### src/rtl/egnms_pkg.sv
// Shared constants and types for the edge gradient / non-maximum suppression block.
// No dependencies; every other file refers to it by scoped names.
package egnms_pkg;

  localparam int PIX_W      = 12;
  localparam int GRAD_W     = PIX_W + 1;
  localparam int MAG_W      = 13;
  localparam int DIR_W      = 2;
  localparam int RAD_W      = 2 * MAG_W;
  localparam int SQ_CNT_W   = $clog2(MAG_W);
  localparam int CFG_W_W    = 11;
  localparam int HGT_W      = 12;
  localparam int CFG_DATA_W = 12;
  localparam int MIN_DIM    = 3;

  localparam logic [0:0] REG_FRAME_WIDTH  = 1'b0;
  localparam logic [0:0] REG_FRAME_HEIGHT = 1'b1;

  localparam logic [DIR_W-1:0] DIR_0   = 2'd0;
  localparam logic [DIR_W-1:0] DIR_45  = 2'd1;
  localparam logic [DIR_W-1:0] DIR_90  = 2'd2;
  localparam logic [DIR_W-1:0] DIR_135 = 2'd3;

  typedef struct packed {
    logic gx_ok;
    logic gy_ok;
  } grad_guard_t;

endpackage

### src/rtl/egnms_isqrt.sv
// Iterative integer square root, one result bit per cycle.
// Uses egnms_pkg for widths.
module egnms_isqrt (
  input  logic                         clk,
  input  logic                         rst_n,
  input  logic                         start,
  input  logic [egnms_pkg::RAD_W-1:0]  radicand,
  output logic [egnms_pkg::MAG_W-1:0]  root,
  output logic                         done
);

  localparam int MW = egnms_pkg::MAG_W;
  localparam int RW = egnms_pkg::RAD_W;
  localparam int CW = egnms_pkg::SQ_CNT_W;

  logic [RW-1:0] rad_r;
  logic [MW-1:0] root_r;
  logic [MW:0]   rem_r;
  logic [CW-1:0] cnt_r;
  logic          busy_r, done_r;

  logic [MW+2:0] rem_sh, trial;

  assign rem_sh = {rem_r, rad_r[RW-1 -: 2]};
  assign trial  = {1'b0, root_r, 2'b01};

  always_ff @(posedge clk) begin
    if (!rst_n) begin
      busy_r <= 1'b0;
      done_r <= 1'b0;
      cnt_r  <= '0;
    end else begin
      done_r <= 1'b0;
      if (start) begin
        busy_r <= 1'b1;
        cnt_r  <= CW'(MW - 1);
      end else if (busy_r) begin
        cnt_r <= cnt_r - 1'b1;
        if (cnt_r == '0) begin
          busy_r <= 1'b0;
          done_r <= 1'b1;
        end
      end
    end
  end

  always_ff @(posedge clk) begin
    if (start) begin
      rad_r  <= radicand;
      root_r <= '0;
      rem_r  <= '0;
    end else if (busy_r) begin
      rad_r <= {rad_r[RW-3:0], 2'b00};
      if (rem_sh >= trial) begin
        rem_r  <= (MW+1)'(rem_sh - trial);
        root_r <= {root_r[MW-2:0], 1'b1};
      end else begin
        rem_r  <= rem_sh[MW:0];
        root_r <= {root_r[MW-2:0], 1'b0};
      end
    end
  end

  assign root = root_r;
  assign done = done_r;

endmodule

### config.mk
export PLATFORM = sky130hd
export DESIGN_NAME = egnms_isqrt
export DESIGN_NICKNAME = d
export VERILOG_FILES = /design/src/rtl/egnms_pkg.sv /design/src/rtl/egnms_isqrt.sv
export SDC_FILE = /design/constraint.sdc
export NUM_CORES = 1
export LEC_CHECK = 0
export ABC_CLOCK_PERIOD_IN_PS = 3000
export CAP_MARGIN = 0
export CORE_ASPECT_RATIO = 2
export CORE_UTILIZATION = 30
export CTS_CLUSTER_DIAMETER = 100
export CTS_CLUSTER_SIZE = 24
export DETAILED_ROUTE_END_ITERATION = 7
export DONT_BUFFER_PORTS = 1
export PLACE_DENSITY = 0.52
export SYNTH_ARGS = -nofsm -noshare
export SYNTH_HDL_FRONTEND = slang
export SYNTH_SLANG_ARGS = --single-unit
### constraint.sdc
create_clock -name clk -period 3 [get_ports clk]
set_input_delay 0.6 -clock clk [delete_from_list [all_inputs] [get_ports clk]]
set_output_delay 0.6 -clock clk [all_outputs]
set_load 0.01 [all_outputs]
# Word level (Yosys, flattened, before mapping)

Cells that the tools add are included.

Add/subtract/negate cells: 2
Shifts and indexed selects: 0
Div/mod/pow operators: 0
$lt $le $gt $ge: 1
Bitwise gates (word level): 2
Equal/unequal tests: 0
Reduce and logical (&&, ||, !) cells: 4
Multiply operators: 0
Mux-type cells: 10

Operators with widths:

| kind                                             | count |
|---|---|
| 2-to-1 mux 26 bit                                | 2 |
| greater-or-equal comparator 16 x 15 -> 1 bit     | 1 |
| 2-to-1 mux 14 bit                                | 1 |
| subtractor 14 bit                                | 1 |
| 2-to-1 mux 4 bit                                 | 2 |
| 2-to-1 mux 1 bit                                 | 5 |
| logical NOT 4 bit                                | 1 |
| subtractor 4 x 1 -> 4 bit, second input constant | 1 |
| OR reduction 3 bit                               | 1 |
| NOT 1 bit                                        | 2 |
| nonzero test 2 bit                               | 1 |
| OR reduction 2 bit                               | 1 |

Input bits: 29
Memories: 0
Latch bits: 0
Register bits after elaboration: 59
Bits in read-only memories: 0
Word-level logic and storage cells: 26
Output and inout bits: 14
Bits in writable memories: 0

# Depth between registers and ports, before layout

Gate-level depths: netlist (run 1).

Depth in word-level cells: 4
Gate-level depth with buffers: 9
Gate-level depth less buffers: 8

# Worst setup path after synthesis (run 1)

OpenSTA, ideal clock, no wires.

Path kind: reg2reg
Start point: reg root_r[0], in the netlist root[0]
End point: reg rem_r[8]
Setup time: 0.088 ns
Cell stages (with the launch flop): 9
Arrival: 1.969 ns
Buffers on the path: 0
Path slack: 0.943 ns
Required time: 2.912 ns
Clock period less this slack: 2.057 ns
Path through: dfxtp_1 > inv_1 > ha_1 > nor2b_1 > o21a_1 > o21ai_1 > a21oi_1 > or3b_1 > a311oi_2

Word-level cells in the longest chain between the ends: 2
Elaborated cells on any way between the ends: 3
Classes of those cells: add/sub: 1; order compare: 1; mux: 1

Ends and longest elaborated chain:

| what                                                                                     | line                                 | source |
|---|---|---|
| start, declared                                                                          | egnms_isqrt.sv:17                    | `logic [MW-1:0] root_r;` |
| start signal, assigned                                                                   | egnms_isqrt.sv:56                    | `root_r <= {root_r[MW-2:0], 1'b1};` |
| start signal, assigned                                                                   | egnms_isqrt.sv:59                    | `root_r <= {root_r[MW-2:0], 1'b0};` |
| subtractor 14 bit / greater-or-equal comparator 16 x 15 -> 1 bit (equally long branches) | egnms_isqrt.sv:55, egnms_isqrt.sv:54 |  |
| 2-to-1 mux 14 bit *                                                                      | egnms_isqrt.sv:54                    | `if (rem_sh >= trial) begin` |
| end signal, assigned                                                                     | egnms_isqrt.sv:55                    | `rem_r <= (MW+1)'(rem_sh - trial);` |
| end signal, assigned                                                                     | egnms_isqrt.sv:58                    | `rem_r <= rem_sh[MW:0];` |
| end, declared                                                                            | egnms_isqrt.sv:18                    | `logic [MW:0] rem_r;` |

Every way passes the cells marked *; elsewhere a longest branch is shown, timed or not.
A chain may end at the register's enable or synchronous reset.

# Worst setup path in the final report (run 1)

Start point: reg root_r[3], in the netlist root[3]
End point: reg rem_r[4]

Word-level cells in the longest chain between the ends: 2

Ends and longest elaborated chain:

| what                                         | line |
|---|---|
| greater-or-equal comparator 16 x 15 -> 1 bit | egnms_isqrt.sv:54 |
| 2-to-1 mux 14 bit                            | egnms_isqrt.sv:54 |

No other way between the ends.

==> insert_results.sql, run 1 <==
INSERT INTO impl_metrics (metric_group, metric, value, unit) VALUES
('status', 'run_status', 'completed', ''),
('finish', 'multiInputGateArea', '0.00159', 'mm^2'),
('die', 'core.rowCount', '52', ''),
('logic_synthesis', 'ys_seq_elements', '59', ''),
('logic_synthesis', 'mappedNetlistArea', '0.00316', 'mm^2'),
('setup_path', 'rr_endpoint', 'rem_r[4]', ''),
('logic_synthesis', 'synth_top_area_share', '24.7', '%'),
('finish', 'fin_nets', '360', ''),
('logic_synthesis', 'async_flop_share', '0', '%'),
('global_routing', 'global_route_wire_length_before_repair', '11500', 'um'),
('finish', 'n_antenna_cell', '0', ''),
('placement', 'detailedPlacementHpwl', '5210', 'um'),
('cts', 'cts-root-buf', 'clkbuf_16', ''),
('route', 'finalWirelength', '7150', 'um'),
('setup_path', 'setup.worst_path.end_class', 'flip-flop', ''),
('global_routing', 'number_of_antenna_violations_at_the_first_check_in_global_routing', '0', ''),
('cts', 'cts_made_buffers', '9', ''),
('timing', 'timing.final.setup_violations', '0', ''),
('cts', 'clock_insertion_delay_worst_skew', '0.33', 'ns'),
('timing', 'timing_max_transition_violations_final', '0', ''),
('setup_path', 'worstSetupPathType', 'reg2reg', ''),
('logic_synthesis', 'synth_area_leaders', 'edfxtp_1, dfxtp_1, mux2_2, ha_1, nor2_1', ''),
('timing', 'setup_repair_after_global_routing_missed_its_margin', 'false', ''),
('cts', 'cts.repair.resized', '0', ''),
('logic_synthesis', 'number_of_flops_mapped_to_enable_cells_by_yosys', '26', ''),
('route', 'initialDrtViolationCount', '64', ''),
('route', 'drtPass1Iterations', '4', ''),
('flow_run', 'drv_cap', '0', ''),
('die', 'floorplan.initialDensity', '31.2', '%'),
('logic_synthesis', 'syn-num-nets', '359', ''),
('power', 'vdd.ir_drop.worst', '480', 'uV'),
('timing', 'max_clock_skew', '0.00630', 'ns'),
('cts', 'max-clock-path-buffers', '2', ''),
('route', 'vias', '2285', ''),
('power', 'power_density', '787', 'mW/mm^2'),
('timing', 'post-route-min-period', '2.48', 'ns'),
('cts', 'clkSinkCount', '59', ''),
('placement', 'finalWeightedCongestion', '0.847', ''),
('timing', 'final_hold_fails', '0', ''),
('logic_synthesis', 'yosys_most_used_dff', 'dfxtp_1', ''),
('logic_synthesis', 'post_synth_num_cell_types', '48', ''),
('global_routing', 'grt_pass1_vias', '2374', ''),
('cts', 'tritoncts', 'done', ''),
('setup_path', 'worst_r2r_startpoint', 'root[3]', ''),
('hold_path', 'min-delay-path-class', 'in2reg', ''),
('timing', 'totalNegativeSetupSlack', '0', 'ns'),
('placement', 'place.port_buffers', '0', ''),
('logic_synthesis', 'avgSynthCellArea', '10.1', 'um^2'),
('route', 'drt-vias-per-instance', '5.03', ''),
('setup_path', 'worst-endpoint-required', '3.23', 'ns'),
('cts', 'postCtsHoldBufs', '0', ''),
('die', 'floorplan.core_area', '0.0101', 'mm^2'),
('hold_path', 'hold-path-cell-count', '1', ''),
('power', 'power.static_leakage', '1.32', 'nW'),
('logic_synthesis', 'synth-seq-area-share', '45.6', '%'),
('hold_path', 'holdCritStartpoint', 'start', ''),
('setup_path', 'crit_fanout', '10', ''),
('die', 'io_pins', '43', ''),
('logic_synthesis', 'yosysWarnings', '0', ''),
('timing', 'timing.fmax', '404', 'MHz'),
('hold_path', 'timing.hold.worst_endpoint', 'root[1]', ''),
('timing', 'relSlewSlack', '55.3', '%'),
('finish', 'final_layout_size_suffix_gt1_share', '15.0', '%'),
('cts', 'clkTransAtPathRegs', '0.05', 'ns'),
('route', 'avgRoutedWirePerCell', '15.8', 'um'),
('global_routing', 'track_usage', '14.4', '%'),
('die', 'die_w', '74.6', 'um'),
('setup_path', 'reg2reg_slack', '0.52', 'ns'),
('setup_path', 'rr_worst_depth', '9', ''),
('global_routing', 'grt_start_max_net_pins', '63', ''),
('cts', 'post-cts-setup-buffer-count', '0', '');
## sequential cells by signal, indices dropped and copies added, names as in the netlist
register	cells
rad_r	26
rem_r	14
root	13
cnt_r	4
busy_r	1
done	1
## worst max-delay path, stage by stage, from the launching register on
cell	delay, ns
dfxtp_1	0.42
inv_1	0.08
ha_1	0.39
a21oi_1	0.19
o21a_1	0.28
o21ai_2	0.10
a21oi_2	0.33
buf_4	0.25
nand2_1	0.07
a311oi_1	0.26
## logic make-up after synthesis
logic type	after synthesis	share of synthesized area (%)
AND/OR/NAND/NOR	90	13.0
AO/OA/AOI/OAI	64	14.4
flip-flops	59	45.6
multiplexers	37	12.7
buffers and inverters	34	4.27
adder cells (fa/ha/maj)	17	6.73
XOR/XNOR	12	3.32
## Yosys cell counts (4+ instances only)
library cell and count:
nor3_1 4, nor2_1 35, clkbuf_1 10, ha_1 17, o21ai_0 7, nand2b_1 5
mux2_2 24, o21a_1 6, dfxtp_1 33, a311oi_1 8, a21o_1 5, edfxtp_1 26
xor2_1 4, a21oi_1 12, mux2i_1 12, a211oi_1 4, inv_1 20, nand2_1 26
xnor2_1 8, o21ai_1 4
## per-stage QoR
stage	instances	instance area (um^2)	total power [mW]	setup slack, ns	hold slack, ns
after global routing	454	3600	3.01	0.350	0.323
after global placement	438	3300	1.83	0.615	0.484
after detailed placement	438	3300	1.84	0.522	0.489
after CTS	454	3600	2.88	0.517	0.323
final	454	3600	2.83	0.524	0.337
after floorplan	313	3160	1.66	0.943	0.463
## power breakdown
group	switching, mW	leakage [nW]	internal, mW
Clock	0.355	0.139	0.663
Sequential	0.0622	0.532	0.932
Combinational	0.472	0.647	0.348
Total	0.889	1.32	1.94
## routing by layer
layer | GRT usage (%) | part of all wire [%] | vias up | wire [um]
met5 | 0 | 0 | - | 0
met4 | 7.83 | 3.8 | 0 | 269
met2 | 26.1 | 54 | 59 | 3870
met1 | 13.2 | 36 | 1078 | 2590
met3 | 5.01 | 5.8 | 16 | 418
li1 | - | - | 1132 | -
## cell usage in the layout (no fill, tap or decap), types with 4 or more instances in the layout
cell,n
dfxtp_1,32
ha_1,17
clkbuf_16,9
nand2_1,26
xnor2_1,8
xor2_1,4
nor3_1,4
o21a_1,6
buf_4,4
mux2i_1,12
edfxtp_1,26
a211oi_1,4
o21ai_0,7
mux2_2,24
a21oi_1,12
inv_1,20
o21ai_1,4
nand2b_1,5
a21o_1,5
nor2_1,35
a311oi_1,8
## worst max-delay path by stage
stage,start,end,slack [ns],cells after the start
after floorplan,root[0],rem_r[8],0.94,8
after global placement,root[11],rem_r[8],0.62,9
after detailed placement,root[11],rem_r[10],0.52,9
after CTS,root[11],rem_r[4],0.52,9
after global routing,root[4],rem_r[6],0.35,8
final,root[3],rem_r[4],0.52,9
## final cells by class
| class | count | area share (%) |
|---|---|---|
| inverters | 20 | 2.09 |
| repair buffers | 4 | 0.834 |
| well taps | 135 | 4.69 |
| flip-flops and latches | 59 | 40.1 |
| multi-input cells | 220 | 44.1 |
| clock inverters | 4 | 1.39 |
| clock buffers | 12 | 6.85 |
(Power assumes the default switching activity.)
==> inputs of run 2 (changes only) <==
Settings changed: ABC_AREA set to 1, ABC_CLOCK_PERIOD_IN_PS 3000 to 2200, PLACE_DENSITY 0.52 to 0.53.
Clock period 3 ns to 2.2 ns, I/O delays scaled along.
==> run 2 against run 1 <==
Compared with the run above:
- via count rose by 22%
- cell count grew 33%
- sequential share of layout area shrank 2.2 points
- clock power up 47%
- first-iteration DRC count grew 98%
- routed wire length grew 17%
- largest cell class unchanged
- setup slack lost 0.36 ns
- critical endpoint is now rem_r[10]
- die area grew 4.4%
- sequential power rose by 47%
- worst hold slack worse by 0.16 ns
- count of clock-buffer cells in the layout decreased by 3
==> insert_results.sql, run 2 <==
INSERT INTO impl_metrics (metric_group, metric, value, unit) VALUES
('status', 'run_status', 'completed', ''),
('finish', 'fin_area', '0.00381', 'mm^2'),
('global_routing', 'gr-total-overflow', '0', ''),
('timing', 'final_hold_fails', '0', ''),
('timing', 'relSlewSlack', '49.8', '%'),
('cts', 'postCtsHoldBufs', '0', ''),
('die', 'die_w', '76.2', 'um'),
('die', 'floorplan.core_area', '0.0106', 'mm^2'),
('logic_synthesis', 'mappedNetlistArea', '0.00330', 'mm^2'),
('setup_path', 'crit_fanout', '16', ''),
('power', 'vdd.ir_drop.worst', '630', 'uV'),
('power', 'power_density', '1540', 'mW/mm^2'),
('placement', 'detailedPlacementHpwl', '6370', 'um'),
('logic_synthesis', 'synth-seq-area-share', '43.6', '%'),
('finish', 'final_layout_size_suffix_gt1_share', '8.12', '%'),
('timing', 'max_clock_skew', '0.00399', 'ns'),
('logic_synthesis', 'syn_inst', '457', ''),
('cts', 'cts_made_buffers', '9', ''),
('cts', 'tritoncts', 'done', ''),
('finish', 'relative_area_change_from_synthesis_to_final_layout', '15.2', '%'),
('finish', 'fin_nets', '509', ''),
('global_routing', 'number_of_antenna_violations_at_the_first_check_in_global_routing', '0', ''),
('logic_synthesis', 'avgSynthCellArea', '7.23', 'um^2'),
('cts', 'cts-root-buf', 'clkbuf_16', ''),
('cts', 'clkSinkCount', '59', ''),
('die', 'core.rowCount', '53', ''),
('timing', 'worst_slew_pin_slew', '0.750', 'ns'),
('cts', 'cts.repair.resized', '0', ''),
('timing', 'timing.final.setup_violations', '0', ''),
('power', 'power.static_leakage', '1.85', 'nW'),
('timing', 'timing.fmax', '490', 'MHz'),
('route', 'vias', '2793', ''),
('global_routing', 'global_route_wire_length_before_repair', '13500', 'um'),
('setup_path', 'worst-endpoint-required', '2.43', 'ns'),
('route', 'avgRoutedWirePerCell', '13.8', 'um'),
('placement', 'place.port_buffers', '0', ''),
('logic_synthesis', 'yosys_most_used_dff', 'dfxtp_1', ''),
('global_routing', 'track_usage', '15.9', '%'),
('logic_synthesis', 'synth_largest_area_cell', 'edfxtp_1', ''),
('route', 'drtPass1Iterations', '5', ''),
('setup_path', 'setup.worst_path.end_class', 'flip-flop', ''),
('logic_synthesis', 'post_synth_num_cell_types', '31', ''),
('logic_synthesis', 'number_of_flops_mapped_to_enable_cells_by_yosys', '26', ''),
('setup_path', 'critical_path.most_common_cell', 'nand2_1', ''),
('global_routing', 'grt_pass1_vias', '2774', ''),
('placement', 'post_dp_cell_area', '0.00349', 'mm^2'),
('finish', 'largest_register_ff_count', '26', ''),
('timing', 'timing.final.crit_share', '92.7', '%'),
('die', 'io_pins', '43', ''),
('setup_path', 'worst_path_slowest_cell', 'dfxtp_2', ''),
('hold_path', 'min-delay-path-class', 'in2reg', ''),
('logic_synthesis', 'yosys.cell_count.top_type', 'nand2_1', ''),
('finish', 'layout.cells.most_common_list', 'nand2_1, inv_1, dfxtp_1, nor2_1, nand3_1', ''),
('cts', 'clkTransAtPathRegs', '0.06', 'ns'),
('route', 'drc', '0', ''),
('die', 'floorplan.initialDensity', '31.1', '%'),
('logic_synthesis', 'ys_seq_elements', '59', ''),
('logic_synthesis', 'syn-num-nets', '503', ''),
('logic_synthesis', 'post_synth_most_frequent_cells', 'nand2_1, inv_1, dfxtp_1, nand3_1, nor2_1', ''),
('setup_path', 'cp_cell_sequence', 'inv_1 > ha_1 > nand2_1 > inv_1 > nand2_1 > nand2_2 > nand2_1 > nand3_2 > nand2_4 > nand2_8 > inv_2 > nand2_1 > nand3_1 > nand2_1', ''),
('setup_path', 'stage_delay_of_the_slowest_cell_on_the_critical_path', '0.38', 'ns'),
('finish', 'n_fill_cell', '1152', ''),
('route', 'detail-route-antenna-nets', '0', ''),
('route', 'initialDrtViolationCount', '127', ''),
('finish', 'largest_register', 'rad_r', ''),
('flow_run', 'drv_cap', '0', ''),
('logic_synthesis', 'async_flop_share', '0', '%'),
('timing', 'setup_repair_after_global_routing_missed_its_margin', 'true', ''),
('placement', 'finalWeightedCongestion', '0.885', ''),
('timing', 'totalNegativeSetupSlack', '0', 'ns'),
('cts', 'htree_num_levels', '3', ''),
('route', 'finalWirelength', '8350', 'um'),
('logic_synthesis', 'synth_area_leaders', 'edfxtp_1, nand2_1, dfxtp_1, inv_1, ha_1', ''),
('die', 'area_of_the_die', '0.0115', 'mm^2'),
('global_routing', 'grt_start_max_net_pins', '35', ''),
('cts', 'clock_insertion_delay_worst_skew', '0.33', 'ns'),
('setup_path', 'cp-start-kind', 'flip-flop', ''),
('route', 'drt-vias-per-instance', '4.62', ''),
('logic_synthesis', 'synth_top_area_share', '23.6', '%'),
('timing', 'timing_max_transition_violations_final', '0', ''),
('logic_synthesis', 'yosysWarnings', '0', ''),
('timing', 'worst_slack', '0.160', 'ns'),
('timing', 'post-route-min-period', '2.04', 'ns'),
('timing', 'worst_hold_slack', '0.173', 'ns'),
('setup_path', 'worstSetupPathType', 'reg2reg', ''),
('cts', 'post-cts-setup-buffer-count', '0', ''),
('die', 'die_outline_height', '150', 'um'),
('finish', 'n_antenna_cell', '0', ''),
('cts', 'max-clock-path-buffers', '2', ''),
('setup_path', 'timing.critical_path.arrival', '2.27', 'ns'),
('finish', 'most_common_library_cell_in_the_layout_ignoring_fill_and_taps', 'nand2_1', ''),
('placement', 'pre_cts_ws', '0.126', 'ns');
run 2: cell count changes after synthesis, sizes merged, moves of 10 or more:
cell,delta
mux2,-25
nand3,+28
o22ai,+10
nand2,+158
inv,+52
mux2i,-12
run 2: worst paths after layout:
check	start	endpoint	slack, ns	cells past startpoint
hold reg to reg	rem_r[12]	rem_r[12]	0.47	2
setup / recovery	root[0]	rem_r[10]	0.16	14
setup reg to reg	root[0]	rem_r[10]	0.16	14
hold / removal	start	rem_r[4]	0.17	1
run 2: worst max-delay path, delay by kind of cell (launching register included):
| family | cells | cell delay (ns) |
|---|---|---|
| buffers and inverters | 3 | 0.31 |
| adders and majority gates | 1 | 0.38 |
| DFF | 1 | 0.38 |
| and+or+nand+nor | 10 | 0.87 |
run 2: report_power, final:
part           switching (mW)  total, mW  internal (mW)
combinational            1.92       2.92          0.996
sequential              0.150       1.46           1.31
clock                   0.516       1.50          0.985
run 2: logic make-up after synthesis:
| kind of cell | count (synthesis) | synth area share (%) |
|---|---|---|
| adder cells (fa/ha/maj) | 17 | 6.44 |
| flip-flops | 59 | 43.6 |
| buffers and inverters | 84 | 9.77 |
| AO/OA/AOI/OAI | 40 | 7.31 |
| AND/OR/NAND/NOR | 254 | 32.0 |
| XOR/XNOR | 3 | 0.796 |
run 2: layout make-up:
cell class	instances	area (um^2)	area share (%)
clock buffers	9	225	5.92
clock inverters	7	92.6	2.43
inverters	72	270	7.10
multi-input cells	314	1540	40.4
flip-flops and latches	59	1440	37.9
well taps	137	171	4.50
repair buffers	7	65.1	1.71
run 2: through the flow:
stage	utilization [%]	instances	power (mW)
floorplan	-	457	3.73
global placement	32.9	589	4.34
detailed placement	32.9	589	4.37
CTS	35.9	605	5.90
global route	35.9	605	6.32
finish	35.9	605	5.88
run 2: per-layer routing:
layer,up-vias,GRT usage (%),part of all wire (%)
li1,1453,-,-
met1,1237,14.3,36
met2,75,29.7,53
met3,28,3.58,3.7
met4,0,13.8,7.3
met5,-,0,0
